--- src/sv/sre_ram.sv ---
// generic single-port-write, single-port-read ram with registered read data
// depends on nothing
`timescale 1ns / 1ps

module sre_ram #(
    parameter int WIDTH = 16,
    parameter int DEPTH = 256
) (
    input  logic                     aclk,
    input  logic                     wr_en,
    input  logic [$clog2(DEPTH)-1:0] wr_addr,
    input  logic [WIDTH-1:0]         wr_data,
    input  logic                     rd_en,
    input  logic [$clog2(DEPTH)-1:0] rd_addr,
    output logic [WIDTH-1:0]         rd_data
);

    logic [WIDTH-1:0] mem [DEPTH];
    logic [WIDTH-1:0] rd_data_reg;

    always_ff @(posedge aclk) begin
        if (wr_en) begin
            mem[wr_addr] <= wr_data;
        end
        if (rd_en) begin
            rd_data_reg <= mem[rd_addr];
        end
    end

    assign rd_data = rd_data_reg;

endmodule

--- config.mk ---
export PLATFORM = sky130hd
export DESIGN_NAME = sre_ram
export DESIGN_NICKNAME = d
export VERILOG_FILES = /design/src/sv/sre_ram.sv
export SDC_FILE = /design/constraint.sdc
export NUM_CORES = 2
export LEC_CHECK = 0
export BUFFER_PORTS_ARGS = -buffer_cell sky130_fd_sc_hd__buf_2
export CAP_MARGIN = 0
export CORE_UTILIZATION = 45
export CTS_CLUSTER_SIZE = 8
export DETAILED_ROUTE_END_ITERATION = 8
export GPL_TIMING_DRIVEN = 0
export PLACE_DENSITY = 0.57
export SLEW_MARGIN = 30
export SYNTH_ARGS = -nofsm -noshare
export SYNTH_HDL_FRONTEND = slang
export SYNTH_SLANG_ARGS = --single-unit
--- constraint.sdc ---
create_clock -name aclk -period 2.9 [get_ports aclk]
set_input_delay 0.29 -clock aclk [delete_from_list [all_inputs] [get_ports aclk]]
set_output_delay 0.29 -clock aclk [all_outputs]
set_load 0.05 [all_outputs]
==> qor.csv <==
stage,metric,value,unit
yosys,syn_avg_cell_area,21.6,sq um
clock_network,numCtsBuffers,584,
worst_setup_path,critical_path_class,primary input to flip-flop,
drt,vias_per_cell,6.57,
drt,ant_nets,0,
clock_network,root_buffer,clkbuf_16,
worst_setup_path,cpMaxStageDelayCell,a22oi_1,
global_route,grt_max_degree,117,
cells_and_area,largest_register_ffs,4096,
floorplanning,start_util,45.4,%
yosys,async_reset_ff_share,0,%
run_status,violations,setup timing,
global_route,antenna_found_initial,44,
worst_setup_path,path_buf_inv,6,
clock_network,clock_path_buffers,4,
cells_and_area,nFillCells,26500,
global_route,grt_pass1_wl,695000,microns
hold_path,hold_class,primary input to flip-flop,
placed_design,port_buffers,40,
drt,drc,0,
floorplanning,core-area,0.350,sq mm
cells_and_area,area_growth,18.5,%
yosys,synth_xor_area_share,0,%
timing,finalWorstSetupSlack,-0.262,ns
pwr,total_power,134,mW
global_route,grt_pass1_vias,82100,
worst_setup_path,crit_family,buffers and inverters,
floorplanning,die_w,596,microns
yosys,syn_area,0.159,sq mm
cells_and_area,multi_input_area,0.0360,sq mm
drt,dr.pass1.iters,6,
run_status,outcome,"finished, violations left",
global_route,grt.total_usage,28.8,%
cells_and_area,drive_gt1_share,31.0,%
clock_network,clk_pin_slew,0.05,ns
cells_and_area,regArea,0.123,sq mm
yosys,ys_ff_latch,4112,
drt,wire_per_inst,40.2,microns
placed_design,gp_congestion,0.984,
timing,grt_setup_unrepaired,yes,
pwr,p_per_area,713,mW/mm^2
yosys,synth_edf_count,4112,
yosys,synth_compound_area_share,3.53,%
timing,final_hold_viol_count,0,
floorplanning,dieArea,0.355,sq mm
yosys,yosys.area_share.adder,0,%
yosys,synth.distinct_cells,51,
yosys,synth_ff_type,edfxtp_1,
yosys,synth_top_family_by_area,multiplexers,
timing,clock.fmax,316,MHz
clock_network,clock_latency,1.04,ns
yosys,synth_mux_area_share,15.5,%
timing,maxSlewHeadroom,26.8,%
drt,first_iter_violations,12900,
clock_network,tritoncts,done,
pwr,max-vdd-ir-drop,0.619,mV
yosys,synth-simple-area-share,1.57,%
floorplanning,ios,51,
cells_and_area,finalNetCount,8205,
worst_setup_path,arrival,3.96,ns
timing,fin_crit_sh,109,%
placed_design,post-place-ws,-2.68,ns
drt,wirelength,517000,microns
flow_run,max_cap_violations,0,
timing,fin_crit,3.16,ns
floorplanning,fp.dieH,596,microns
worst_setup_path,crit_path_end_kind,flip-flop,
worst_setup_path,path_cells,buf_4 > buf_4 > buf_4 > buf_6 > clkbuf_2 > buf_16 > mux4_2 > nor2_1 > a22oi_1 > nand4_1 > nor4_4,
worst_setup_path,crit_top_cell,buf_4,
yosys,synthCells,7360,
floorplanning,std_cell_rows,217,
clock_network,cts_sinks,4112,
yosys,yosysSeqAreaShare,77.7,%
timing,worst_pin_slew,1.10,ns
worst_setup_path,critPathMaxFanout,10,
clock_network,htree_levels,6,
worst_setup_path,cp-start-kind,primary input,
placed_design,dp.final_hpwl,353000,microns
timing,slew_violations,0,
yosys,synth_nets,7395,
drt,num_vias,84400,
pwr,p_leak,59.5,nW
timing,finClkSkew,0.0404,ns
timing,setup_viol,16,
yosys,yosysWarnings,0,
global_route,grt-ovfl-total,0,
worst_setup_path,crit_required,3.69,ns
worst_setup_path,cpPeakStageDelay,0.66,ns
## routing by layer
metal	vias to the layer above	routed length [microns]	global-route usage, %
met5	-	35	0
li1	32800	-	-
met2	5109	229000	42.4
met1	45600	205000	41.0
met4	6	22700	11.1
met3	968	60400	8.04
## where the power goes
group | total [mW] | switching, mW | internal [mW]
registers | 65.7 | 0.0333 | 65.7
logic | 8.04 | 5.57 | 2.47
clock network | 60.4 | 24.2 | 36.2
## per-stage QoR
stage	TNS, ns	cell area, sq um	instances	utilization, %	hold slack (ns)
after CTS	-0.00662	188000	12800	53.7	0.149
after floorplan	0	159000	7360	-	0.389
after global routing	-0.0200	188000	12800	53.7	0.150
final	-2.08	188000	12800	53.8	0.205
after detailed placement	-1278.34	171000	12200	48.7	0.650
after global placement	-	165000	12000	47.1	0.709
## cell usage in the layout (no fill, tap or decap), drive strengths merged, types with 28 or more instances in the layout
master and instances:
mux2i 565, o221ai 253, mux2 88, a221oi 28, mux4 797, buf 430, o22ai 148, a22oi 43
o21ai 38, nand2 38, nor3 92, a22o 32, nand3 35, edfxtp 4112, clkbuf 827, a21oi 175
nor2 304
## logic make-up after synthesis
| logic type | count (synthesis) |
|---|---|
| compound gates | 786 |
| simple gates | 556 |
| mux | 1450 |
| flops | 4112 |
| buf+inv | 456 |
## cells in the mapped netlist, drive strengths merged (2+ instances only)
cell | n | area, sq um
edfxtp | 4112 | 123000
mux4 | 797 | 17900
mux2i | 565 | 5660
nor2 | 304 | 1140
o221ai | 253 | 2220
clkbuf | 230 | 863
buf | 222 | 1810
a21oi | 175 | 876
o22ai | 148 | 926
nor3 | 92 | 460
mux2 | 88 | 991
a22oi | 43 | 323
nand2 | 38 | 143
o21ai | 38 | 190
nand3 | 35 | 175
a22o | 32 | 280
a221oi | 28 | 245
nand4 | 26 | 163
o32ai | 21 | 191
a211oi | 18 | 135
nor4 | 18 | 119
o31ai | 16 | 120
and3 | 11 | 68.8
nor2b | 9 | 56.3
a2111oi | 6 | 52.6
a31oi | 6 | 37.5
or2 | 5 | 31.3
inv | 4 | 15.0
nand2b | 3 | 18.8
nand4b | 3 | 26.3
a21o | 2 | 15.0
and2 | 2 | 12.5
and4 | 2 | 17.5
nor4bb | 2 | 20.0
or3 | 2 | 12.5
## area by class of cell
type / instances / area share [%]
Antenna cell: 17 / 0.0226
Buffer: 451 / 1.71
Clock buffer: 599 / 7.94
Clock inverter: 46 / 0.357
Inverter: 4 / 0.0113
Multi-Input combinational cell: 2792 / 19.1
Sequential cell: 4112 / 65.6
Tap cell: 4599 / 3.06
Timing Repair Buffer: 225 / 2.19
## repair_timing
action,4_1_cts,5_1_grt
hold buffers,17,0
setup endpoints to repair,16,16
buffers inserted,2,3
resized for setup,322,86
pin swaps,28,20
hold endpoints to repair,1471,0
cloned,0,0
## worst paths after layout
| path | startpoint | to | slack [ns] | cells after the start |
|---|---|---|---|---|
| hold / removal | wr_data[6] | mem[101][6] | 0.20 | 2 |
| setup reg to reg | mem[58][7] | rd_data[7] | -0.04 | 5 |
| hold reg to reg | mem[232][2] | rd_data[2] | 1.26 | 6 |
| setup / recovery | rd_addr[1] | rd_data[11] | -0.26 | 11 |
No activity file was read; power rests on OpenSTA's default activity.
