File: config.mk
export PLATFORM = sky130hd
export DESIGN_NAME = sre_div
export DESIGN_NICKNAME = d
export VERILOG_FILES = /design/src/sv/sre_pkg.sv /design/src/sv/sre_div.sv
export SDC_FILE = /design/constraint.sdc
export NUM_CORES = 1
export LEC_CHECK = 0
export BUFFER_PORTS_ARGS = -buffer_cell sky130_fd_sc_hd__clkbuf_2
export CORE_ASPECT_RATIO = 1.25
export CORE_MARGIN = 1.5
export CORE_UTILIZATION = 43
export CTS_CLUSTER_DIAMETER = 50
export DETAILED_ROUTE_END_ITERATION = 8
export PLACE_DENSITY = 0.68
export SLEW_MARGIN = 15
export SYNTH_ARGS = -nofsm -noshare
export SYNTH_HDL_FRONTEND = slang
export SYNTH_SLANG_ARGS = --single-unit
File: constraint.sdc
create_clock -name aclk -period 2.6 [get_ports aclk]
set_input_delay 0.52 -clock aclk [delete_from_list [all_inputs] [get_ports aclk]]
set_output_delay 0.52 -clock aclk [all_outputs]
set_load 0.1 [all_outputs]
File: src/sv/sre_pkg.sv
// shared types and constants for the sliding rms envelope block
// no dependencies; used by sre_mult, sre_div, sre_sqrt and the top level
`timescale 1ns / 1ps

package sre_pkg;

    localparam int SAMPLE_W   = 16;
    localparam int ENV_W      = 15;
    localparam int WL_W       = 9;
    localparam int GAIN_W     = 16;
    localparam int CFG_IDX_W  = 1;
    localparam int CFG_DATA_W = 16;

    // serial multiplier operand and product widths
    localparam int MUL_W   = 16;
    localparam int MUL_P_W = 2 * MUL_W;

    localparam logic [ENV_W-1:0] ENV_MAX   = 15'h7fff;
    localparam logic [WL_W-1:0]  WL_RESET  = 9'd64;
    localparam logic [GAIN_W-1:0] GAIN_RESET = 16'd0;

    // configuration register indexes
    localparam logic [CFG_IDX_W-1:0] REG_WINDOW_LENGTH = 1'b0;
    localparam logic [CFG_IDX_W-1:0] REG_LPF_GAIN      = 1'b1;

    // status of a multi-cycle arithmetic unit
    typedef struct packed {
        logic busy;
        logic done;
    } unit_stat_t;

endpackage

File: src/sv/sre_div.sv
// serial restoring divider, one quotient bit per cycle
// depends on sre_pkg
`timescale 1ns / 1ps

module sre_div #(
    parameter int DIVIDEND_W = 39,
    parameter int DIVISOR_W  = 9
) (
    input  logic                  aclk,
    input  logic                  aresetn,
    input  logic                  start,
    input  logic [DIVIDEND_W-1:0] dividend,
    input  logic [DIVISOR_W-1:0]  divisor,
    output logic [DIVIDEND_W-1:0] quotient,
    output sre_pkg::unit_stat_t   stat
);

    localparam int CNT_W = $clog2(DIVIDEND_W);

    logic [DIVIDEND_W-1:0] q_reg, q_next;
    logic [DIVISOR_W-1:0]  rem_reg, rem_next;
    logic [DIVISOR_W-1:0]  d_reg, d_next;
    logic [CNT_W-1:0]      cnt_reg, cnt_next;
    logic                  busy_reg, busy_next;
    logic                  done_reg, done_next;
    logic [DIVISOR_W:0]    shifted;
    logic [DIVISOR_W:0]    diff;
    logic                  ge;

    always_comb begin
        shifted   = {rem_reg, q_reg[DIVIDEND_W-1]};
        diff      = shifted - {1'b0, d_reg};
        ge        = !diff[DIVISOR_W];
        q_next    = q_reg;
        rem_next  = rem_reg;
        d_next    = d_reg;
        cnt_next  = cnt_reg;
        busy_next = busy_reg;
        done_next = 1'b0;
        if (start) begin
            q_next    = dividend;
            rem_next  = '0;
            d_next    = divisor;
            cnt_next  = CNT_W'(DIVIDEND_W - 1);
            busy_next = 1'b1;
        end else if (busy_reg) begin
            q_next   = {q_reg[DIVIDEND_W-2:0], ge};
            rem_next = ge ? diff[DIVISOR_W-1:0] : shifted[DIVISOR_W-1:0];
            cnt_next = cnt_reg - 1'b1;
            if (cnt_reg == '0) begin
                busy_next = 1'b0;
                done_next = 1'b1;
            end
        end
    end

    always_ff @(posedge aclk) begin
        if (!aresetn) begin
            busy_reg <= 1'b0;
            done_reg <= 1'b0;
        end else begin
            busy_reg <= busy_next;
            done_reg <= done_next;
        end
        q_reg   <= q_next;
        rem_reg <= rem_next;
        d_reg   <= d_next;
        cnt_reg <= cnt_next;
    end

    assign quotient  = q_reg;
    assign stat.busy = busy_reg;
    assign stat.done = done_reg;

endmodule

==> metrics.txt <==
CP Capture Type=flop; initial drt markers=roughly 100; H-tree depth=3; WS Path Type=reg2reg; worst path bufs/invs=2; area of the multi-input gates=1250 sq um; drt total wl=6160 um; Final Instance Area=approximately 4000 sq um; io pins=92; dominant synthesized flop cell=edfxtp_1; Tmin final=around 2400 ps; RSZ-0062 raised after global routing=false; Post-DP HPWL=4380 um; Final period util=between 90% and 100%; Top delay family on crit path=compound AO/OA/AOI/OAI gates; outcome=completed; DIE HEIGHT=98.6 um; count of flip-flops with a built-in enable after synthesis=48; Max VDD drop=0.450 mV; fin nets=~400; DR pass1 iterations=4; Die W=between 70 and 80 um; synthesized-area fraction occupied by adder cells=5.02%; syn_area_per_cell=12.9 sq um; Post-Synth XOR/XNOR Area=2.51%; top-area cell type share of the netlist area=45.9%; relative slew slack=59.4%; register area=1780 sq um; Mapped Cells=around 240; DIE AREA=7830 sq um; cell area after synthesis=3140 sq um; async set-or-reset flop fraction in the synthesized netlist=0%; MaxCap Viol Count=0; Worst Max-Slew Pin Slew=603 ps; hold buffers post-CTS=0; Slew Viols, Final=0; Gates resized, CTS repair=0; Syn-to-layout area delta=28.0%; CTS tree=built; crit-path max FO=7; post-synthesis mux area share=16.5%; Cell variety after synth=40; pin count of the biggest net entering global routing=40; port bufs=91; initial antenna violation count=0; postcts setup bufs=0; power per cell area=826 nW/um^2; syn_nets=306; CTS sink count=65; Largest register FFs=39; main combinational cell family by area after synthesis=multiplexers; Worst Skew=12.3 ps; Clock Tree Root=clkbuf_8; global-route wire length before repair=10100 um; fill count=602; critical path's largest stage delay=between 400 and 500 ps; Clock Tree Buf Depth=2; # rows=34; Fin. Hold Viols=0; complex-gate fraction of the synthesized area=7.61%; register bit count reported by yosys=65; Tot Pwr=about 3.3 mW; Antenna Cells=0; sequential share of the synthesized area=56.7%; static leakage=around 1.7 nW; slowest CP cell=or4b_1; via/cell ratio=5.05; layout cells sized above 1=46.1%; RePlAce Congestion=0.803; Syn. warnings=0; synth top area cells=edfxtp_1 46%, mux2_2 14%, dfxtp_1 11%; CP Cell Sequence=inv_1 > ha_1 > a21o_1 > or4b_1 > and3_1 > o211a_1 > buf_4 > mux2i_1 > a211oi_1; Num CTS Buffers=9; fmax=425 MHz; CP required=2860 ps; Synth area leader=edfxtp_1; simple-gate area share of the yosys netlist=7.89%; # setup viols final=0; DRC=0; global route overflow=0; Total GRT Usage=16.6%; Vias=about 2200; crit path DAT=2620 ps; worst hold path class=in2reg; vias in the first global route=around 2200; initial core utilization=~45%; placed cell area=~3800 sq um; Worst-Skew Late Latency=340 ps; crit path launch type=flop; WL/cell=about 14 um; ANT nets after route=0; area of the core=7020 sq um; clock-pin slew on the worst setup and hold paths=80 ps
## worst reg2reg max path, stage by stage, from the launching register on
cell and delay (ps):
edfxtp_1 330, inv_1 40, ha_1 320, a21o_1 230, or4b_1 460, and3_1 170
o211a_1 210, buf_4 200, mux2i_1 110, a211oi_1 190
## Yosys cell counts (4+ instances only)
| library cell | count |
|---|---|
| edfxtp_1 | 48 |
| mux2_2 | 39 |
| dfxtp_1 | 17 |
| nor2_1 | 17 |
| inv_1 | 15 |
| ha_1 | 11 |
| nand2_1 | 10 |
| mux2i_1 | 8 |
| clkbuf_1 | 7 |
| a21oi_1 | 6 |
| xnor2_1 | 6 |
| a211oi_1 | 5 |
| a21o_1 | 4 |
| o21a_1 | 4 |
## where the power goes
group / total (mW) / internal [mW] / switching (mW)
sequential: 1.28 / 1.23 / 0.0523
combinational: 0.898 / 0.228 / 0.670
clock: 1.14 / 0.735 / 0.409
## final timing paths
path	to	cells past startpoint	start	slack (ps)
setup / recovery	rem_reg[5]	9	d_reg[6]	250
hold reg to reg	rem_reg[3]	2	rem_reg[3]	510
hold / removal	d_reg[5]	1	divisor[5]	340
setup reg to reg	rem_reg[5]	9	d_reg[6]	250
## layer usage
layer  global-route usage (%)  vias up  routed length, um
met2                     26.0       75               2940
li1                         -     1089                  -
met1                     20.3     1033               2710
met4                     8.64        0                 96
met3                     5.46       10                419
met5                        0        -                  0
## cells in the final DEF (no fill, tap or decap), types with 7 or more instances in the layout
master,n
nor2_1,17
clkbuf_8,9
ha_1,10
inv_1,15
buf_4,7
mux2_2,39
mux2i_1,8
edfxtp_1,48
dfxtp_1,17
nand2_1,10
clkbuf_2,91
## cell families (layout without fill, tap and decap cells)
group	count (synthesis)	after routing
xor+xnor	9	9
flops	65	65
simple gates	50	50
mux	47	47
buf+inv	27	131
compound gates	33	33
fa+ha+maj	12	12
## stage by stage
step	TNS, ps	util [%]	worst slack, ps	instances	hold slack (ps)
4_1_cts	0	57.3	224	437	333
5_1_grt	0	57.3	43.6	437	332
3_3_place_gp	0	53.5	296	421	486
2_1_floorplan	-315	-	-144	243	473
6_report	0	57.3	246	437	344
3_5_place_dp	0	53.5	223	421	500
## final cells by class
class | instances | share of cell area, %
clock buffers | 9 | 3.08
clock inverters | 7 | 3.55
inverters | 15 | 1.40
multi-input cells | 151 | 31.2
flip-flops and latches | 65 | 44.3
well taps | 90 | 2.80
repair buffers | 100 | 13.6
Note: power is estimated with default switching activity, not from simulation.
