===== src/sv/sre_pkg.sv =====
// shared types and constants for the sliding rms envelope block
// no dependencies; used by sre_mult, sre_div, sre_sqrt and the top level
`timescale 1ns / 1ps

package sre_pkg;

    localparam int SAMPLE_W   = 16;
    localparam int ENV_W      = 15;
    localparam int WL_W       = 9;
    localparam int GAIN_W     = 16;
    localparam int CFG_IDX_W  = 1;
    localparam int CFG_DATA_W = 16;

    // serial multiplier operand and product widths
    localparam int MUL_W   = 16;
    localparam int MUL_P_W = 2 * MUL_W;

    localparam logic [ENV_W-1:0] ENV_MAX   = 15'h7fff;
    localparam logic [WL_W-1:0]  WL_RESET  = 9'd64;
    localparam logic [GAIN_W-1:0] GAIN_RESET = 16'd0;

    // configuration register indexes
    localparam logic [CFG_IDX_W-1:0] REG_WINDOW_LENGTH = 1'b0;
    localparam logic [CFG_IDX_W-1:0] REG_LPF_GAIN      = 1'b1;

    // status of a multi-cycle arithmetic unit
    typedef struct packed {
        logic busy;
        logic done;
    } unit_stat_t;

endpackage


===== src/sv/sre_mult.sv =====
// serial unsigned multiplier, two multiplier bits per cycle
// depends on sre_pkg
`timescale 1ns / 1ps

module sre_mult (
    input  logic                          aclk,
    input  logic                          aresetn,
    input  logic                          start,
    input  logic [sre_pkg::MUL_W-1:0]     op_a,
    input  logic [sre_pkg::MUL_W-1:0]     op_b,
    output logic [sre_pkg::MUL_P_W-1:0]   product,
    output sre_pkg::unit_stat_t           stat
);

    localparam int STEPS = sre_pkg::MUL_W / 2;
    localparam int CNT_W = $clog2(STEPS);

    logic [sre_pkg::MUL_P_W-1:0] acc_reg, acc_next;
    logic [sre_pkg::MUL_P_W-1:0] a_reg, a_next;
    logic [sre_pkg::MUL_W-1:0]   b_reg, b_next;
    logic [CNT_W-1:0]            cnt_reg, cnt_next;
    logic                        busy_reg, busy_next;
    logic                        done_reg, done_next;
    logic [sre_pkg::MUL_P_W-1:0] pp;

    always_comb begin
        pp = (b_reg[0] ? a_reg : '0) + (b_reg[1] ? {a_reg[sre_pkg::MUL_P_W-2:0], 1'b0} : '0);
        acc_next  = acc_reg;
        a_next    = a_reg;
        b_next    = b_reg;
        cnt_next  = cnt_reg;
        busy_next = busy_reg;
        done_next = 1'b0;
        if (start) begin
            acc_next  = '0;
            a_next    = sre_pkg::MUL_P_W'(op_a);
            b_next    = op_b;
            cnt_next  = CNT_W'(STEPS - 1);
            busy_next = 1'b1;
        end else if (busy_reg) begin
            acc_next = acc_reg + pp;
            a_next   = {a_reg[sre_pkg::MUL_P_W-3:0], 2'b00};
            b_next   = {2'b00, b_reg[sre_pkg::MUL_W-1:2]};
            cnt_next = cnt_reg - 1'b1;
            if (cnt_reg == '0) begin
                busy_next = 1'b0;
                done_next = 1'b1;
            end
        end
    end

    always_ff @(posedge aclk) begin
        if (!aresetn) begin
            busy_reg <= 1'b0;
            done_reg <= 1'b0;
        end else begin
            busy_reg <= busy_next;
            done_reg <= done_next;
        end
        acc_reg <= acc_next;
        a_reg   <= a_next;
        b_reg   <= b_next;
        cnt_reg <= cnt_next;
    end

    assign product   = acc_reg;
    assign stat.busy = busy_reg;
    assign stat.done = done_reg;

endmodule


===== config.mk =====
export PLATFORM = sky130hd
export DESIGN_NAME = sre_mult
export DESIGN_NICKNAME = d
export VERILOG_FILES = /design/src/sv/sre_pkg.sv /design/src/sv/sre_mult.sv
export SDC_FILE = /design/constraint.sdc
export NUM_CORES = 1
export LEC_CHECK = 0
export ABC_CLOCK_PERIOD_IN_PS = 5740
export BUFFER_PORTS_ARGS = -buffer_cell sky130_fd_sc_hd__buf_4
export CAP_MARGIN = 15
export CORE_ASPECT_RATIO = 1.2
export CORE_MARGIN = 4
export CORE_UTILIZATION = 54
export DETAILED_ROUTE_END_ITERATION = 6
export PLACE_DENSITY = 0.75
export REMOVE_ABC_BUFFERS = 1
export SLEW_MARGIN = 20
export SYNTH_ARGS = -nofsm -noshare
export SYNTH_HDL_FRONTEND = slang
export SYNTH_SLANG_ARGS = --single-unit

===== constraint.sdc =====
create_clock -name aclk -period 5.74 [get_ports aclk]
set_input_delay 1.722 -clock aclk [delete_from_list [all_inputs] [get_ports aclk]]
set_output_delay 1.722 -clock aclk [all_outputs]
set_load 0.02 [all_outputs]

==> qor.log <==
qor: clocking.cts.clk_slew.worst_paths 0.08 ns
qor: floorplan.row_count 41
qor: yosys.synth.top_cell.area_share 18.2%
qor: clocking.post_cts_setup_bufs 0
qor: critical_path.critPathKind flop to flop
qor: clocking.cts_sinks 85
qor: timing.achievable-frequency 223 MHz
qor: timing.maxSlewViolCount 0
qor: timing.finalWorstPathRequiredPeriod 4.48 ns
qor: yosys.synth_edf_count 32
qor: layout.synthToLayoutAreaGrowth 15.1%
qor: min_path.worstHoldPathType flop to flop
qor: yosys.post_synth_inst_count 580
qor: timing.clock_skew 0.0107 ns
qor: grt.globalRouteOverflowTotal 0
qor: placement.dp_hpwl 9.43 mm
qor: route.drc 0
qor: yosys.mappedNetlistArea 5840 µm²
qor: power_and_ir_drop.worst_vdd_ir 216 µV
qor: yosys.synth.area.top_cells sky130_fd_sc_hd__dfxtp_1 (18%), sky130_fd_sc_hd__edfxtp_1 (16%), sky130_fd_sc_hd__fa_1 (11%)
qor: critical_path.crit_path_max_incr_delay 0.95 ns
qor: route.final_antenna_net_count 0
qor: layout.insertedDiodeCount 0
qor: clocking.cts_made_buffers 9
qor: clocking.clockBufferDepth 2
qor: floorplan.coreArea 10600 µm²
qor: critical_path.cp.arrival 4.74 ns
qor: yosys.yosysSeqAreaShare 34.6%
qor: clocking.clk-insertion-delay-late 0.36 ns
qor: power_and_ir_drop.power_leakage 3.13 nW
qor: yosys.syn_avg_cell_area 10.1 µm²
qor: grt.groute.usage.overall 22.5%
qor: placement.io_buffer_count 68
qor: grt.first_global_vias 4596
qor: floorplan.initial_core_util 55.2%
qor: floorplan.chipWidth 103 µm
qor: route.wl_per_cell 16.9 µm
qor: grt.grt_max_degree 73
qor: critical_path.timing.critical_path.from_type flop
qor: yosys.leading_cell_type_by_number_of_instances_after_synthesis sky130_fd_sc_hd__and2_1
qor: yosys.async_reset_ff_share 0%
qor: power_and_ir_drop.pwr_total 1.89 mW
qor: route.vias_per_cell 5.75
qor: yosys.ys_types 53
qor: critical_path.worst-path-buf-inv 1
qor: layout.filler_cell_count 861
qor: yosys.post_synth_most_frequent_cells sky130_fd_sc_hd__and2_1 (64), sky130_fd_sc_hd__dfxtp_1 (53), sky130_fd_sc_hd__nor2_1 (40)
qor: clocking.cts_hold_repair.buffers 0
qor: critical_path.crit_path_max_fo 32
qor: floorplan.top_level_i_o_count 69
qor: critical_path.critPathRequiredTime 5.99 ns
qor: grt.grt_first_pass_wirelength 22.1 mm
qor: grt.grt_antenna_before_repair 0
qor: timing.fin_crit_sh 78.1%
qor: timing.timing.final.setup_violations 0
qor: yosys.synth.ff_latch_count 85
qor: layout.nets 734
qor: yosys.warnings_synthesis 0
qor: timing.worst_slew_pin_slew 0.989 ns
qor: clocking.cts_resized 0
qor: critical_path.critical_path.slowest_cell sky130_fd_sc_hd__edfxtp_1
qor: clocking.ctsHtreeMaxLevel 3
qor: layout.postLayoutCoreUtil 63.6%
qor: yosys.synth_top_area_cell sky130_fd_sc_hd__dfxtp_1
qor: clocking.cts_root_buffer sky130_fd_sc_hd__clkbuf_16
qor: critical_path.critical_path.top_delay_family compound AO/OA/AOI/OAI gates
qor: timing.slew-limit-headroom 33.9%
qor: placement.gp_congestion 0.897
qor: layout.drive_above_1_share 20.5%
qor: route.vias 4418
qor: floorplan.die_h 122 µm
qor: timing.report.final.hold_viol_count 0
qor: power_and_ir_drop.cellPowerDensity 281 nW/µm²
qor: floorplan.die_area 12500 µm²
qor: outcome.result_of_the_run finished clean
qor: critical_path.endpoint_kind flop
qor: yosys.synthFlopType sky130_fd_sc_hd__dfxtp_1
qor: clocking.cts_tree built
qor: job.max_cap_viol_count 0
qor: critical_path.timing.critical_path.cells nand2_1 > fa_1 > inv_1 > ha_1 > fa_1 > a21oi_1 > o22ai_1 > a2111oi_2 > o31ai_1 > a31o_2 > a21oi_1 > mux2i_1 > mux2_2
qor: route.first_pass_iters 4
qor: route.initialDrtViolationCount 206
qor: timing.setup_total_negative_slack 0 ns
qor: timing.setup_repair_after_global_routing_missed_its_margin no
qor: route.routed_wl 13.0 mm
[power breakdown]
group / switching, mW / leakage (nW) / internal [mW]
logic: 0.304 / 2.22 / 0.248
clock network: 0.286 / 0.148 / 0.309
registers: 0.0560 / 0.755 / 0.684
total: 0.645 / 3.13 / 1.24
[per-layer routing]
metal / up-vias / wire length, µm / track usage, %
met5: - / 0 / 0
met4: 0 / 351 / 9.07
met3: 21 / 675 / 4.18
met2: 110 / 6450 / 36.9
met1: 2119 / 5550 / 29.2
li1: 2168 / - / -
[cell type report]
cell class                      count  area, µm²  area share, %
Clock buffer                        9        225           3.35
Clock inverter                      7       71.3           1.06
Inverter                           17       63.8          0.949
Multi-Input combinational cell    449       3630           54.0
Sequential cell                    85       2020           30.1
Tap cell                          129        161           2.40
Timing Repair Buffer               73        548           8.15
[stage by stage]
stage               setup WS, ns  instance area [µm²]  hold WS, ns  cells
finish                      1.26                 6720        0.491    769
global route               0.926                 6720        0.513    769
global placement            1.35                 6420        0.462    753
detailed placement          1.25                 6420        0.476    753
floorplan                   1.92                 5710        0.448    551
CTS                         1.22                 6720        0.493    769
[worst paths after layout]
| check | startpoint | endpoint | slack [ns] | depth (start not counted) |
|---|---|---|---|---|
| max | b_reg[0]$_DFFE_PP_ | product[31]$_SDFFE_PP0P_ | 1.26 | 13 |
| min | cnt_reg[1]$_SDFFE_PP1P_ | cnt_reg[1]$_SDFFE_PP1P_ | 0.49 | 2 |
| min reg2reg | cnt_reg[1]$_SDFFE_PP1P_ | cnt_reg[1]$_SDFFE_PP1P_ | 0.49 | 2 |
| max reg2reg | b_reg[0]$_DFFE_PP_ | product[31]$_SDFFE_PP0P_ | 1.26 | 13 |
[worst register-to-register path: cells and delay by family (launching register included)]
family / cells / cell delay, ns
AOI/OAI and AO/OA: 6 / 1.50
DFF: 1 / 0.95
muxes: 2 / 0.56
adders and majority gates: 3 / 1.17
and+or+nand+nor: 1 / 0.18
buffers and inverters: 1 / 0.04
[placed cells by master, fill, tap and decap left out, drive strengths merged, types with 8 or more instances in the layout]
cell type  synthesis  layout
mux2i             29      29
and2              65      65
nand2             31      31
o21bai            10      10
nand3              9       9
mux2              29      29
a21oi             35      35
edfxtp            32      32
a21o              17      17
buf               10      73
xnor2             12      12
clkbuf            19       9
ha                33      33
inv               17      22
o21ai             20      20
fa                31      31
nor2              40      40
nand2b             8       8
dfxtp             53      53
[cell families after synthesis]
group / Yosys count / synth area share [%]
buf+inv: 46 / 3.21
mux: 58 / 10.6
compound gates: 122 / 14.2
simple gates: 186 / 16.8
xor+xnor: 19 / 2.85
flops: 85 / 34.6
fa+ha+maj: 64 / 17.7
No activity file was read; power rests on OpenSTA's default activity.
